### config.mk
export PLATFORM = sky130hd
export DESIGN_NAME = buddy_block_allocator
export DESIGN_NICKNAME = d
export VERILOG_FILES = /design/src/rtl/bba_pkg.sv /design/src/rtl/buddy_block_allocator.sv /design/src/rtl/bba_ram.sv /design/src/rtl/bba_front.sv /design/src/rtl/bba_back.sv
export SDC_FILE = /design/constraint.sdc
export NUM_CORES = 2
export LEC_CHECK = 0
export ABC_AREA = 1
export BUFFER_PORTS_ARGS = -buffer_cell sky130_fd_sc_hd__buf_4
export CAP_MARGIN = 20
export CORE_ASPECT_RATIO = 1.4
export CORE_UTILIZATION = 60
export CTS_CLUSTER_SIZE = 12
export DETAILED_ROUTE_END_ITERATION = 16
export PLACE_DENSITY = 0.76
export SLEW_MARGIN = 20
export SYNTH_ARGS = -nofsm -noshare
export SYNTH_HDL_FRONTEND = slang
export SYNTH_SLANG_ARGS = --single-unit
### constraint.sdc
create_clock -name clk -period 7.02 [get_ports clk]
set_clock_uncertainty 0.05 [all_clocks]
set_input_delay 0.351 -clock clk [delete_from_list [all_inputs] [get_ports clk]]
set_output_delay 0.351 -clock clk [all_outputs]
set_load 0.05 [all_outputs]
### src/rtl/bba_pkg.sv
// Shared types and constants for the buddy block allocator.
// No dependencies.
`timescale 1ns / 1ps
package bba_pkg;
  localparam int MaxBlocks = 64;
  localparam int IdxW = $clog2(MaxBlocks);
  localparam int CntW = IdxW + 1;
  localparam int PowW = 5;
  localparam int OwnW = 16;
  localparam int SizeW = 31;
  localparam int ExpW = 6;
  localparam logic [PowW-1:0] ResetPower = 5'd10;

  typedef enum logic [1:0] {
    ST_ALLOCATED = 2'd0,
    ST_NO_FIT    = 2'd1,
    ST_FULL      = 2'd2,
    ST_QUERY     = 2'd3
  } status_t;

  typedef struct packed {
    logic            is_query;
    logic [OwnW-1:0] owner;
    logic [ExpW-1:0] power;
  } cmd_t;

  typedef enum logic [3:0] {
    S_INIT, S_IDLE, S_FIND_RD, S_FIND, S_CHECK, S_SHIFT_RD, S_SHIFT_WR,
    S_SPLIT, S_TAKE, S_RESULT, S_Q_RD, S_Q_WAIT, S_Q_OUT
  } state_t;
endpackage

### src/rtl/buddy_block_allocator.sv
// Top level of the buddy block allocator.
// Depends on bba_pkg, bba_front, bba_back and bba_ram.
//
// Items arrive on the in channel (valid/ready) and are queued, two deep,
// after their size exponent is worked out. The back end handles one item at
// a time. An allocation scans the list one entry at a time, reading each
// entry (S_FIND_RD) and testing it (S_FIND); each split then shifts the tail
// of the list one entry at a time through S_SPLIT and S_SHIFT_WR. A query
// gives one transfer per block, each read via S_Q_RD, S_Q_WAIT and S_Q_OUT.
// Results leave through an output register; while the receiver stalls the
// back end waits, and the front queue keeps taking items until full.
// Reset gives one free block of 2^10 units, which the S_INIT state writes into
// the table. A write on the cfg channel, taken only while idle, sets the
// total size exponent and rebuilds the list as one free block.
`timescale 1ns / 1ps
module buddy_block_allocator import bba_pkg::*; (
  input  logic             clk,
  input  logic             rst,
  input  logic             in_valid,
  output logic             in_ready,
  input  logic             req_type,
  input  logic [OwnW-1:0]  owner_id,
  input  logic [SizeW-1:0] request_size,
  input  logic             cfg_valid,
  output logic             cfg_ready,
  input  logic [PowW-1:0]  total_size_power,
  output logic             out_valid,
  input  logic             out_ready,
  output logic [1:0]       status,
  output logic [CntW-1:0]  block_count,
  output logic [OwnW-1:0]  owner_of_block,
  output logic             last_result
);
  logic cmd_valid, cmd_ready;
  cmd_t cmd;

  bba_front u_front (
    .clk, .rst, .in_valid, .in_ready, .req_type, .owner_id, .request_size,
    .cmd_valid, .cmd_ready, .cmd);

  bba_back u_back (
    .clk, .rst, .cfg_valid, .cfg_ready, .cfg_data(total_size_power),
    .cmd_valid, .cmd_ready, .cmd, .out_valid, .out_ready, .status,
    .block_count, .owner_of_block, .last_result);
endmodule

### src/rtl/bba_ram.sv
// Generic single-port-write, single-read RAM with registered read data.
// No dependencies.
`timescale 1ns / 1ps
module bba_ram #(
  parameter int Width = 8,
  parameter int Depth = 64
) (
  input  logic                     clk,
  input  logic                     we,
  input  logic [$clog2(Depth)-1:0] waddr,
  input  logic [Width-1:0]         wdata,
  input  logic [$clog2(Depth)-1:0] raddr,
  output logic [Width-1:0]         rdata
);
  logic [Width-1:0] mem [Depth];
  always_ff @(posedge clk) begin
    if (we) begin
      mem[waddr] <= wdata;
    end
    rdata <= mem[raddr];
  end
endmodule

### src/rtl/bba_front.sv
// Front end: accepts items, works out the size exponent and queues commands.
// Depends on bba_pkg.
`timescale 1ns / 1ps
module bba_front import bba_pkg::*; (
  input  logic             clk,
  input  logic             rst,
  input  logic             in_valid,
  output logic             in_ready,
  input  logic             req_type,
  input  logic [OwnW-1:0]  owner_id,
  input  logic [SizeW-1:0] request_size,
  output logic             cmd_valid,
  input  logic             cmd_ready,
  output cmd_t             cmd
);
  cmd_t            q [2];
  logic            wp, rp;
  logic [1:0]      cnt;
  logic [ExpW-1:0] p;
  logic            push, pop;

  // Smallest p with 2^p >= size: bit length of (size - 1).
  always_comb begin
    logic [SizeW-1:0] m;
    m = (request_size == '0) ? '0 : request_size - 1'b1;
    p = '0;
    for (int i = 0; i < SizeW; i++) begin
      if (m[i]) begin
        p = ExpW'(i + 1);
      end
    end
  end

  assign in_ready  = (cnt != 2'd2);
  assign cmd_valid = (cnt != 2'd0);
  assign cmd       = q[rp];
  assign push      = in_valid && in_ready;
  assign pop       = cmd_valid && cmd_ready;

  always_ff @(posedge clk) begin
    if (push) begin
      q[wp] <= '{is_query: req_type, owner: owner_id, power: p};
    end
    if (rst) begin
      wp <= 1'b0;
      rp <= 1'b0;
      cnt <= '0;
    end else begin
      if (push) wp <= ~wp;
      if (pop) rp <= ~rp;
      cnt <= cnt + {1'b0, push} - {1'b0, pop};
    end
  end

  a_cnt_bound: assert property (@(posedge clk) disable iff (rst) cnt != 2'd3)
    else $error("queue count out of range");
  a_no_push_full: assert property (@(posedge clk) disable iff (rst)
    cnt == 2'd2 |-> !push) else $error("push into a full queue");
  a_pop_valid: assert property (@(posedge clk) disable iff (rst)
    pop |-> cnt != 2'd0) else $error("pop from an empty queue");
endmodule

### src/rtl/bba_back.sv
// Back end: scans, splits and lists the block table held in two RAMs.
// Depends on bba_pkg and bba_ram.
`timescale 1ns / 1ps
module bba_back import bba_pkg::*; (
  input  logic            clk,
  input  logic            rst,
  input  logic            cfg_valid,
  output logic            cfg_ready,
  input  logic [PowW-1:0] cfg_data,
  input  logic            cmd_valid,
  output logic            cmd_ready,
  input  cmd_t            cmd,
  output logic            out_valid,
  input  logic            out_ready,
  output logic [1:0]      status,
  output logic [CntW-1:0] block_count,
  output logic [OwnW-1:0] owner_of_block,
  output logic            last_result
);
  state_t          state, state_next;
  logic [PowW-1:0] total_power;
  logic [CntW-1:0] len;
  logic [IdxW-1:0] idx;
  logic [CntW-1:0] j;
  logic [IdxW-1:0] b;
  logic            have_larger;
  logic [IdxW-1:0] larger_idx;
  cmd_t            cur;
  logic [PowW-1:0] b_pow;

  logic            we;
  logic [IdxW-1:0] waddr, raddr;
  logic [PowW-1:0] wpow, rpow;
  logic [OwnW-1:0] wown, rown;

  bba_ram #(.Width(PowW), .Depth(MaxBlocks)) u_pow (
    .clk, .we, .waddr, .wdata(wpow), .raddr, .rdata(rpow));
  bba_ram #(.Width(OwnW), .Depth(MaxBlocks)) u_own (
    .clk, .we, .waddr, .wdata(wown), .raddr, .rdata(rown));

  logic [IdxW-1:0] jm1;
  assign jm1 = j[IdxW-1:0] - 1'b1;
  assign cfg_ready = (state == S_IDLE) && !out_valid;
  assign cmd_ready = (state == S_IDLE) && !out_valid && !cfg_valid;

  always_comb begin
    state_next = state;
    we = 1'b0;
    waddr = '0;
    wpow = '0;
    wown = '0;
    raddr = idx;
    case (state)
      S_INIT: begin
        we = 1'b1;
        wpow = total_power;
        state_next = S_IDLE;
      end
      S_IDLE: begin
        if (cfg_valid && cfg_ready) begin
          state_next = S_INIT;
        end else if (cmd_valid && cmd_ready) begin
          state_next = cmd.is_query ? S_Q_RD : S_FIND_RD;
        end
      end
      S_FIND_RD: state_next = S_FIND;
      S_FIND: begin
        if (rown == '0 && {1'b0, rpow} == cur.power) begin
          state_next = S_TAKE;
        end else if ({1'b0, idx} + 1'b1 >= len) begin
          state_next = S_CHECK;
        end else begin
          state_next = S_FIND_RD;
        end
      end
      S_CHECK: begin
        if (!have_larger) begin
          state_next = S_RESULT;
        end else if (len + CntW'(b_pow) - CntW'(cur.power) > CntW'(MaxBlocks)) begin
          state_next = S_RESULT;
        end else begin
          state_next = S_SPLIT;
        end
      end
      S_SPLIT: begin
        if ({1'b0, b_pow} == cur.power) begin
          state_next = S_TAKE;
        end else if (j > {1'b0, b} + 1'b1) begin
          raddr = jm1;
          state_next = S_SHIFT_WR;
        end else begin
          we = 1'b1;
          waddr = b + 1'b1;
          wpow = b_pow - 1'b1;
          state_next = S_SPLIT;
        end
      end
      S_SHIFT_WR: begin
        we = 1'b1;
        waddr = j[IdxW-1:0];
        wpow = rpow;
        wown = rown;
        state_next = S_SPLIT;
      end
      S_TAKE: begin
        we = 1'b1;
        waddr = b;
        wpow = b_pow;
        wown = cur.owner;
        state_next = S_RESULT;
      end
      S_RESULT: if (!out_valid) state_next = S_IDLE;
      S_Q_RD: state_next = S_Q_WAIT;
      S_Q_WAIT: state_next = S_Q_OUT;
      S_Q_OUT: begin
        if (!out_valid || out_ready) begin
          state_next = ({1'b0, idx} + 1'b1 >= len) ? S_IDLE : S_Q_RD;
        end
      end
      default: state_next = S_IDLE;
    endcase
  end

  always_ff @(posedge clk) begin
    if (rst) begin
      state <= S_INIT;
      total_power <= ResetPower;
      len <= CntW'(1);
      out_valid <= 1'b0;
      idx <= '0;
    end else begin
      state <= state_next;
      if (out_valid && out_ready && state != S_Q_OUT) out_valid <= 1'b0;
      case (state)
        S_INIT: len <= CntW'(1);
        S_IDLE: begin
          if (cfg_valid && cfg_ready) begin
            total_power <= cfg_data;
          end else if (cmd_valid && cmd_ready) begin
            cur <= cmd;
            idx <= '0;
            have_larger <= 1'b0;
          end
        end
        S_FIND: begin
          if (rown == '0 && {1'b0, rpow} == cur.power) begin
            b <= idx;
            b_pow <= rpow;
          end else begin
            if (rown == '0 && {1'b0, rpow} > cur.power && !have_larger) begin
              have_larger <= 1'b1;
              larger_idx <= idx;
              b_pow <= rpow;
            end
            idx <= idx + 1'b1;
          end
        end
        S_CHECK: begin
          b <= larger_idx;
          j <= len;
          if (!have_larger) begin
            status <= ST_NO_FIT;
          end else if (len + CntW'(b_pow) - CntW'(cur.power) > CntW'(MaxBlocks)) begin
            status <= ST_FULL;
          end
        end
        S_SPLIT: begin
          if ({1'b0, b_pow} != cur.power && !(j > {1'b0, b} + 1'b1)) begin
            b_pow <= b_pow - 1'b1;
            len <= len + 1'b1;
            j <= len + 1'b1;
          end
        end
        S_SHIFT_WR: j <= j - 1'b1;
        S_TAKE: status <= ST_ALLOCATED;
        S_RESULT: begin
          if (!out_valid) begin
            out_valid <= 1'b1;
            block_count <= len;
            owner_of_block <= '0;
            last_result <= 1'b1;
          end
        end
        S_Q_OUT: begin
          if (!out_valid || out_ready) begin
            out_valid <= 1'b1;
            status <= ST_QUERY;
            block_count <= len;
            owner_of_block <= rown;
            last_result <= ({1'b0, idx} + 1'b1 >= len);
            idx <= idx + 1'b1;
          end
        end
        default: ;
      endcase
    end
  end

  a_len_bound: assert property (@(posedge clk) disable iff (rst)
    len <= CntW'(MaxBlocks) && len != '0) else $error("list length out of range");
  a_cfg_idle: assert property (@(posedge clk) disable iff (rst)
    cfg_ready |-> !cmd_ready || !cfg_valid) else $error("config and command together");
  a_len_grow: assert property (@(posedge clk) disable iff (rst)
    state == S_SPLIT && $past(state) != S_CHECK && $past(state) != S_SHIFT_WR
      && $past(state) != S_SPLIT |-> 1'b0) else $error("bad entry into split");
endmodule

# ---- After elaboration in Yosys (flattened, before gate mapping)
# Memory sizes are Yosys's and may differ from the RTL's. A register that Yosys moved wholly into a read port is not among the register bits.
# Cells that the tools add are included.
dict set report word_totals {
  in_bits 58
  romBits 0
  ff_bits 100
  mem_count 3
  latchBits 0
  mem_bits_rw 1388
  out_inout_bits 29
}
# name words word_bits read_ports rd_clocked_by_memory_dff wr line
set mem_list {}
lappend mem_list {u_back.u_own.mem 64 16 1 1 1 bba_ram.sv:15} ;# logic [Width-1:0] mem [Depth];
lappend mem_list {u_back.u_pow.mem 64 5 1 1 1 bba_ram.sv:15}
lappend mem_list {u_front.q 2 22 1 1 1 bba_front.sv:16} ;# cmd_t q [2];
dict set report classes {
  eq_ne 27
  n_reduce_logical 41
  mux 100
  n_div 0
  add_sub_neg 13
  mul 0
  n_shift 0
  bitwise 5
  magnitude_cmp 4
}
# op count
set op_table {}
lappend op_table {{$mux 5} 21}
lappend op_table {{$mux 4} 18}
lappend op_table {{$pmux 16 s2} 2}
lappend op_table {{$mux 6} 10}
lappend op_table {{$pmux 4 s11} 1}
lappend op_table {{$pmux 6 s3} 2}
lappend op_table {{$mux 16} 2}
lappend op_table {{$logic_not 31->1} 1}
lappend op_table {{$mux 31} 1}
lappend op_table {{$sub 31x1->31 const B} 1}
lappend op_table {{$pmux 7 s2} 2}
lappend op_table {{$mux 7} 3}
lappend op_table {{$pmux 7 s3} 1}
lappend op_table {{$eq 4x4->1 const B} 5}
lappend op_table {{$pmux 5 s4} 1}
lappend op_table {{$reduce_and 4->1} 5}
lappend op_table {{$mux 1} 19}
lappend op_table {{$logic_not 16->1} 1}
lappend op_table {{$mux 3} 5}
lappend op_table {{$add 6x1->7 const B} 2}
lappend op_table {{$add 6x1->6 const B} 2}
lappend op_table {{$eq 4x3->1 const B} 3}
lappend op_table {{$eq 5x6->1} 2}
lappend op_table {{$pmux 6 s2} 1}
lappend op_table {{36 further kinds} 79}

# ---- Depth between registers and ports, before layout
dict set report depth {
  depth_word 33
  mapped_depth 33
  ltp_nobuf 33
}

# ---- Hierarchy
# From an unflattened synthesis, not the netlist that was laid out.
dict set report unflattened {
  hier_cells 5699
  area_unflattened_um2 64205.3
}
# mod instances cells_per_inst area_each_um2
set by_module_without_submodules {}
lappend by_module_without_submodules {{bba_ram at u_back.u_own} 1 3518 42091.6}
lappend by_module_without_submodules {{bba_ram at u_back.u_pow} 1 1162 13387.8}
lappend by_module_without_submodules {bba_back 1 677 5670.4}
lappend by_module_without_submodules {bba_front 1 342 3055.4}

# ---- Worst setup path before layout
# Ideal clock, no wire load.
dict set report synth_timing {
  path_kind {flip-flop to flip-flop}
  startpoint {reg u_back.b[0]}
  endpoint {mem u_back.u_pow.mem[0][2] in the netlist's numbering, data pin}
  synth_period_minus_slack_ns 5.012
  n_path_buf 0
  t_arrival_ns 4.260
  required_ns 6.268
  path_stages_with_launch 14
  slack_ns 2.008
  cell_sequence {edfxtp_1 -> ha_1 -> nand3_1 -> xor2_1 -> ha_1 -> nand2_1 -> nor2_1 -> nand2_1 -> o211ai_1 -> nand2_1 -> inv_1 -> nor2_1 -> inv_1 -> o21ai_0}
}
dict set report synth_via {
  elab_chain_cells 5
}
# element line
set synth_rtl {}
lappend synth_rtl {{from (decl)} bba_back.sv:25} ;# logic [IdxW-1:0] b;
lappend synth_rtl {{from (signal assigned)} bba_back.sv:147} ;# b <= idx;
lappend synth_rtl {{from (signal assigned)} bba_back.sv:159} ;# b <= larger_idx;
lappend synth_rtl {{$add 6x1->7} bba_back.sv:88} ;# end else if (j > {1'b0, b} + 1'b1) begin
lappend synth_rtl {{$gt 7x7->1} bba_back.sv:88}
lappend synth_rtl {{$mux 5} bba_back.sv:88}
lappend synth_rtl {{$mux 5} bba_back.sv:86} ;# if ({1'b0, b_pow} == cur.power) begin
lappend synth_rtl {{$pmux 5 s4} bba_back.sv:53} ;# case (state)
lappend synth_rtl {{named net u_back.u_pow.wdata[2]} bba_ram.sv:11} ;# input logic [Width-1:0] wdata,
lappend synth_rtl {{to (decl)} bba_ram.sv:15}
# The timed path passes the listed nets, and every way through them passes these cells.

# ---- Final worst setup path
dict set report layout_timing {
  startpoint {reg u_back.b[2]}
  endpoint {reg u_back.u_own.rdata[4], read port of u_back.u_own.mem}
}
dict set report layout_via {
  elab_chain_cells 5
}
# element line
set layout_rtl {}
lappend layout_rtl {{$add 6x1->7} bba_back.sv:88}
lappend layout_rtl {{$gt 7x7->1} bba_back.sv:88}
lappend layout_rtl {{$mux 6} bba_back.sv:88}
lappend layout_rtl {{$mux 6} bba_back.sv:86}
lappend layout_rtl {{$mux 6} bba_back.sv:53}
lappend layout_rtl {{to (decl)} bba_ram.sv:13} ;# output logic [Width-1:0] rdata
# Every way passes these cells.
# A chain may end at the register's enable or synchronous reset.

==> qor.csv <==
metric,value,unit
ant_nets,0,
die_h,380.1,µm
worstMarginPinSlew,1.255,ns
total_power,0.02086,W
reg2reg_slack,1.87,ns
avgSynthCellArea,12.83,µm²
cts_buffers,145,
cts-resized-gates,0,
clkLatencyLatePin,0.78,ns
reg2reg_to,u_back.u_own.rdata[4],
ys_seq_area_frac,0.7317,
routed_wl,164.2,mm
fp.dieW,272.1,µm
slew_headroom,0.1601,
vias,40940,
worst_slack,1.874,ns
worstHoldStart,request_size[25],
fmax,0.1943,GHz
synth_edf_count,1460,
hp-class,in2reg,
worstPathRequired,7.66,ns
rsz0062_at_grt,no,
post_cts_buffers,0,
core-area,0.1012,mm²
synth_warnings,0,
port_buffers,86,
p_per_area,305.1,mW/mm²
first_pass_iters,8,
maxCapViolations,0,
maxSlewViolCount,0,
timing.final.crit_share,0.7330,
crit_path_max_fanout,136,
p_leak,22.97,nW
cts_hold_buf,31,
cts.sinks,1509,
io_pins,87,
final_core_util,0.6755,
htree_levels,4,
whs_endpoint,u_front.q[0][0],
cts_root_buf,clkbuf_16,
hold_viol,0,
ys_types,55,
gr-total-overflow,0,
drt_first_iter_violations,5251,
grt_usage,0.3160,
clk_pin_slew,0.07,ns
critPathArrivalTime,5.79,ns
synth_nets,4876,
reg2reg_depth,21,
fin_nets,4959,
grt_max_degree,219,
tritoncts,yes,
synth_area,0.06126,mm²
path_class,reg2reg,
die_area,0.1034,mm²
synthCells,4775,
clk_path_buf_depth,3,
worstHoldPathCells,5,
rr_startpoint,u_back.b[2],
status,finished clean,
post-place-ws,1.955,ns
drc,0,
startpoint_type,register,
end_kind,register,
initial_core_util,0.6055,
row_count,138,
grt_pass1_vias,40080,
drt-vias-per-instance,6.543,
dp_hpwl,89.98,mm
gpl.final_weighted_congestion,0.9198,
synth-main-ff-cell,edfxtp_1,
tns,0,ns
grt_antenna_before_repair,1,
layout-drive-gt1-share,0.1021,
ir_worst_vdd,0.0002038,V
grt_pass1_wl,242.8,mm
setup-violations-final,0,
wl_per_cell,26.23,µm
fin_crit,5.146,ns
area_growth,11.58,%
async_flop_share,0,
ys_seq_elements,1509,
synth_stat cells (2+ instances only):
| master | n | area [µm²] |
|---|---|---|
| edfxtp_1 | 1460 | 43840 |
| nor2_1 | 852 | 3198 |
| o21ai_0 | 702 | 3513 |
| nand2_1 | 298 | 1119 |
| clkbuf_1 | 195 | 732.0 |
| o221ai_1 | 173 | 1515 |
| o22ai_1 | 172 | 1076 |
| o211ai_1 | 170 | 1276 |
| inv_1 | 169 | 634.4 |
| nand3_1 | 164 | 820.8 |
| buf_2 | 91 | 455.4 |
| dfxtp_1 | 49 | 980.9 |
| o21ai_1 | 49 | 245.2 |
| a21oi_1 | 46 | 230.2 |
| ha_1 | 38 | 475.5 |
| xor2_1 | 23 | 201.4 |
| nor3_1 | 16 | 80.08 |
| inv_2 | 9 | 33.78 |
| nand4_1 | 8 | 50.05 |
| nor4_1 | 8 | 50.05 |
| buf_1 | 6 | 22.52 |
| buf_4 | 6 | 45.04 |
| a211oi_1 | 5 | 37.54 |
| fa_1 | 5 | 100.1 |
| o2111ai_1 | 5 | 43.79 |
| buf_6 | 4 | 45.04 |
| clkbuf_2 | 4 | 20.02 |
| nand2_2 | 4 | 25.02 |
| a21boi_0 | 3 | 22.52 |
| a31oi_1 | 3 | 18.77 |
| nor2_4 | 3 | 33.78 |
| or2_2 | 3 | 18.77 |
| xnor2_1 | 3 | 26.28 |
| a221oi_1 | 2 | 17.52 |
| a31o_2 | 2 | 17.52 |
| clkinv_1 | 2 | 7.510 |
| nor2_2 | 2 | 12.51 |
| nor3_2 | 2 | 20.02 |
| o21a_1 | 2 | 15.01 |
| o21bai_1 | 2 | 15.01 |
registers in the layout (all words and copies together) (netlist names), 6 cells and up, named ones only:
signal / cells
u_back.j: 7
u_back.b: 6
u_front.q: 44
u_back.idx: 6
u_back.u_own.mem: 1024
u_back.cur: 21
u_back.u_own.rdata: 16
u_back.larger_idx: 6
u_back.owner_of_block: 16
u_back.u_pow.mem: 320
u_back.len: 7
u_back.block_count: 7
cell families after synthesis:
kind of cell             synth area share
buffers and inverters             0.03258
AO/OA/AOI/OAI                      0.1325
flip-flops                         0.7317
AND/OR/NAND/NOR                   0.09011
adder cells (fa/ha/maj)          0.009395
XOR/XNOR                         0.003717
cells in the final DEF, fill, tap and decap left out, drive strengths merged, types with 49 or more instances in the layout:
cell,Yosys,routed
o221ai,173,173
inv,178,187
nand2,302,302
edfxtp,1460,1460
clkbuf,199,196
nand3,165,165
dfxtp,49,49
nor2,858,858
o211ai,170,170
buf,107,211
o21ai,752,752
o22ai,172,172
power by group:
group / total (W) / leakage (nW) / switching [W] / internal [W]
logic: 0.00294 / 6.71 / 0.00227 / 0.000669
registers: 0.0109 / 14.3 / 0.000220 / 0.0107
clock network: 0.00703 / 1.97 / 0.00318 / 0.00385
area by class of cell:
type	instances	area [µm²]
clock buffer	196	3892
timing repair buffer	242	2135
tap	1330	1664
clock inverter	19	165.2
inverter	180	699.4
multi-input combinational	2780	14970
fill	6865	32830
antenna	1	2.502
sequential	1509	44820
worst max-delay path, cell delays in order (launching register included):
cell and delay [ns]:
edfxtp_1 0.44, nand3_1 0.15, nor3_1 0.21, xor2_1 0.12
ha_1 0.29, nand2_1 0.06, nor2_1 0.16, nand2_1 0.08
o211ai_1 0.09, nand2_1 0.08, inv_1 0.10, nand2_2 0.22
nand2_1 0.25, nand2_8 0.24, inv_8 0.66, buf_4 0.38
o21ai_0 0.11, o221ai_1 0.21, o211ai_1 0.12, nand3_1 0.22
nand3_1 0.47, nand2_1 0.18
worst max-delay path by stage:
stage,startpoint,end,slack (ns),cells past startpoint
floorplan,u_back.b[0],u_back.u_pow.mem[0][2],2.01,13
global placement,u_back.b[0],u_back.u_own.mem[37][8],2.02,18
detailed placement,u_back.b[0],u_back.u_own.mem[37][15],1.95,18
CTS,u_back.b[0],u_back.u_own.mem[37][0],1.89,18
global route,u_back.b[2],u_back.u_own.rdata[5],1.56,21
finish,u_back.b[2],u_back.u_own.rdata[4],1.87,21
per-layer routing:
metal,track usage,wire [µm]
met5,0,0
met2,0.5160,79830
met4,0.1744,9720
met3,0.05983,16800
met1,0.3994,57790
through the flow:
step	area, µm²	instances	hold WS, ns
after CTS	68310	6255	0.004127
after detailed placement	63940	6009	0.4181
after floorplan	61260	4775	0.3921
after global routing	68350	6257	0.05386
after global placement	63920	6008	0.4144
final	68350	6257	0.04348
Note: power is estimated with default switching activity, not from simulation.
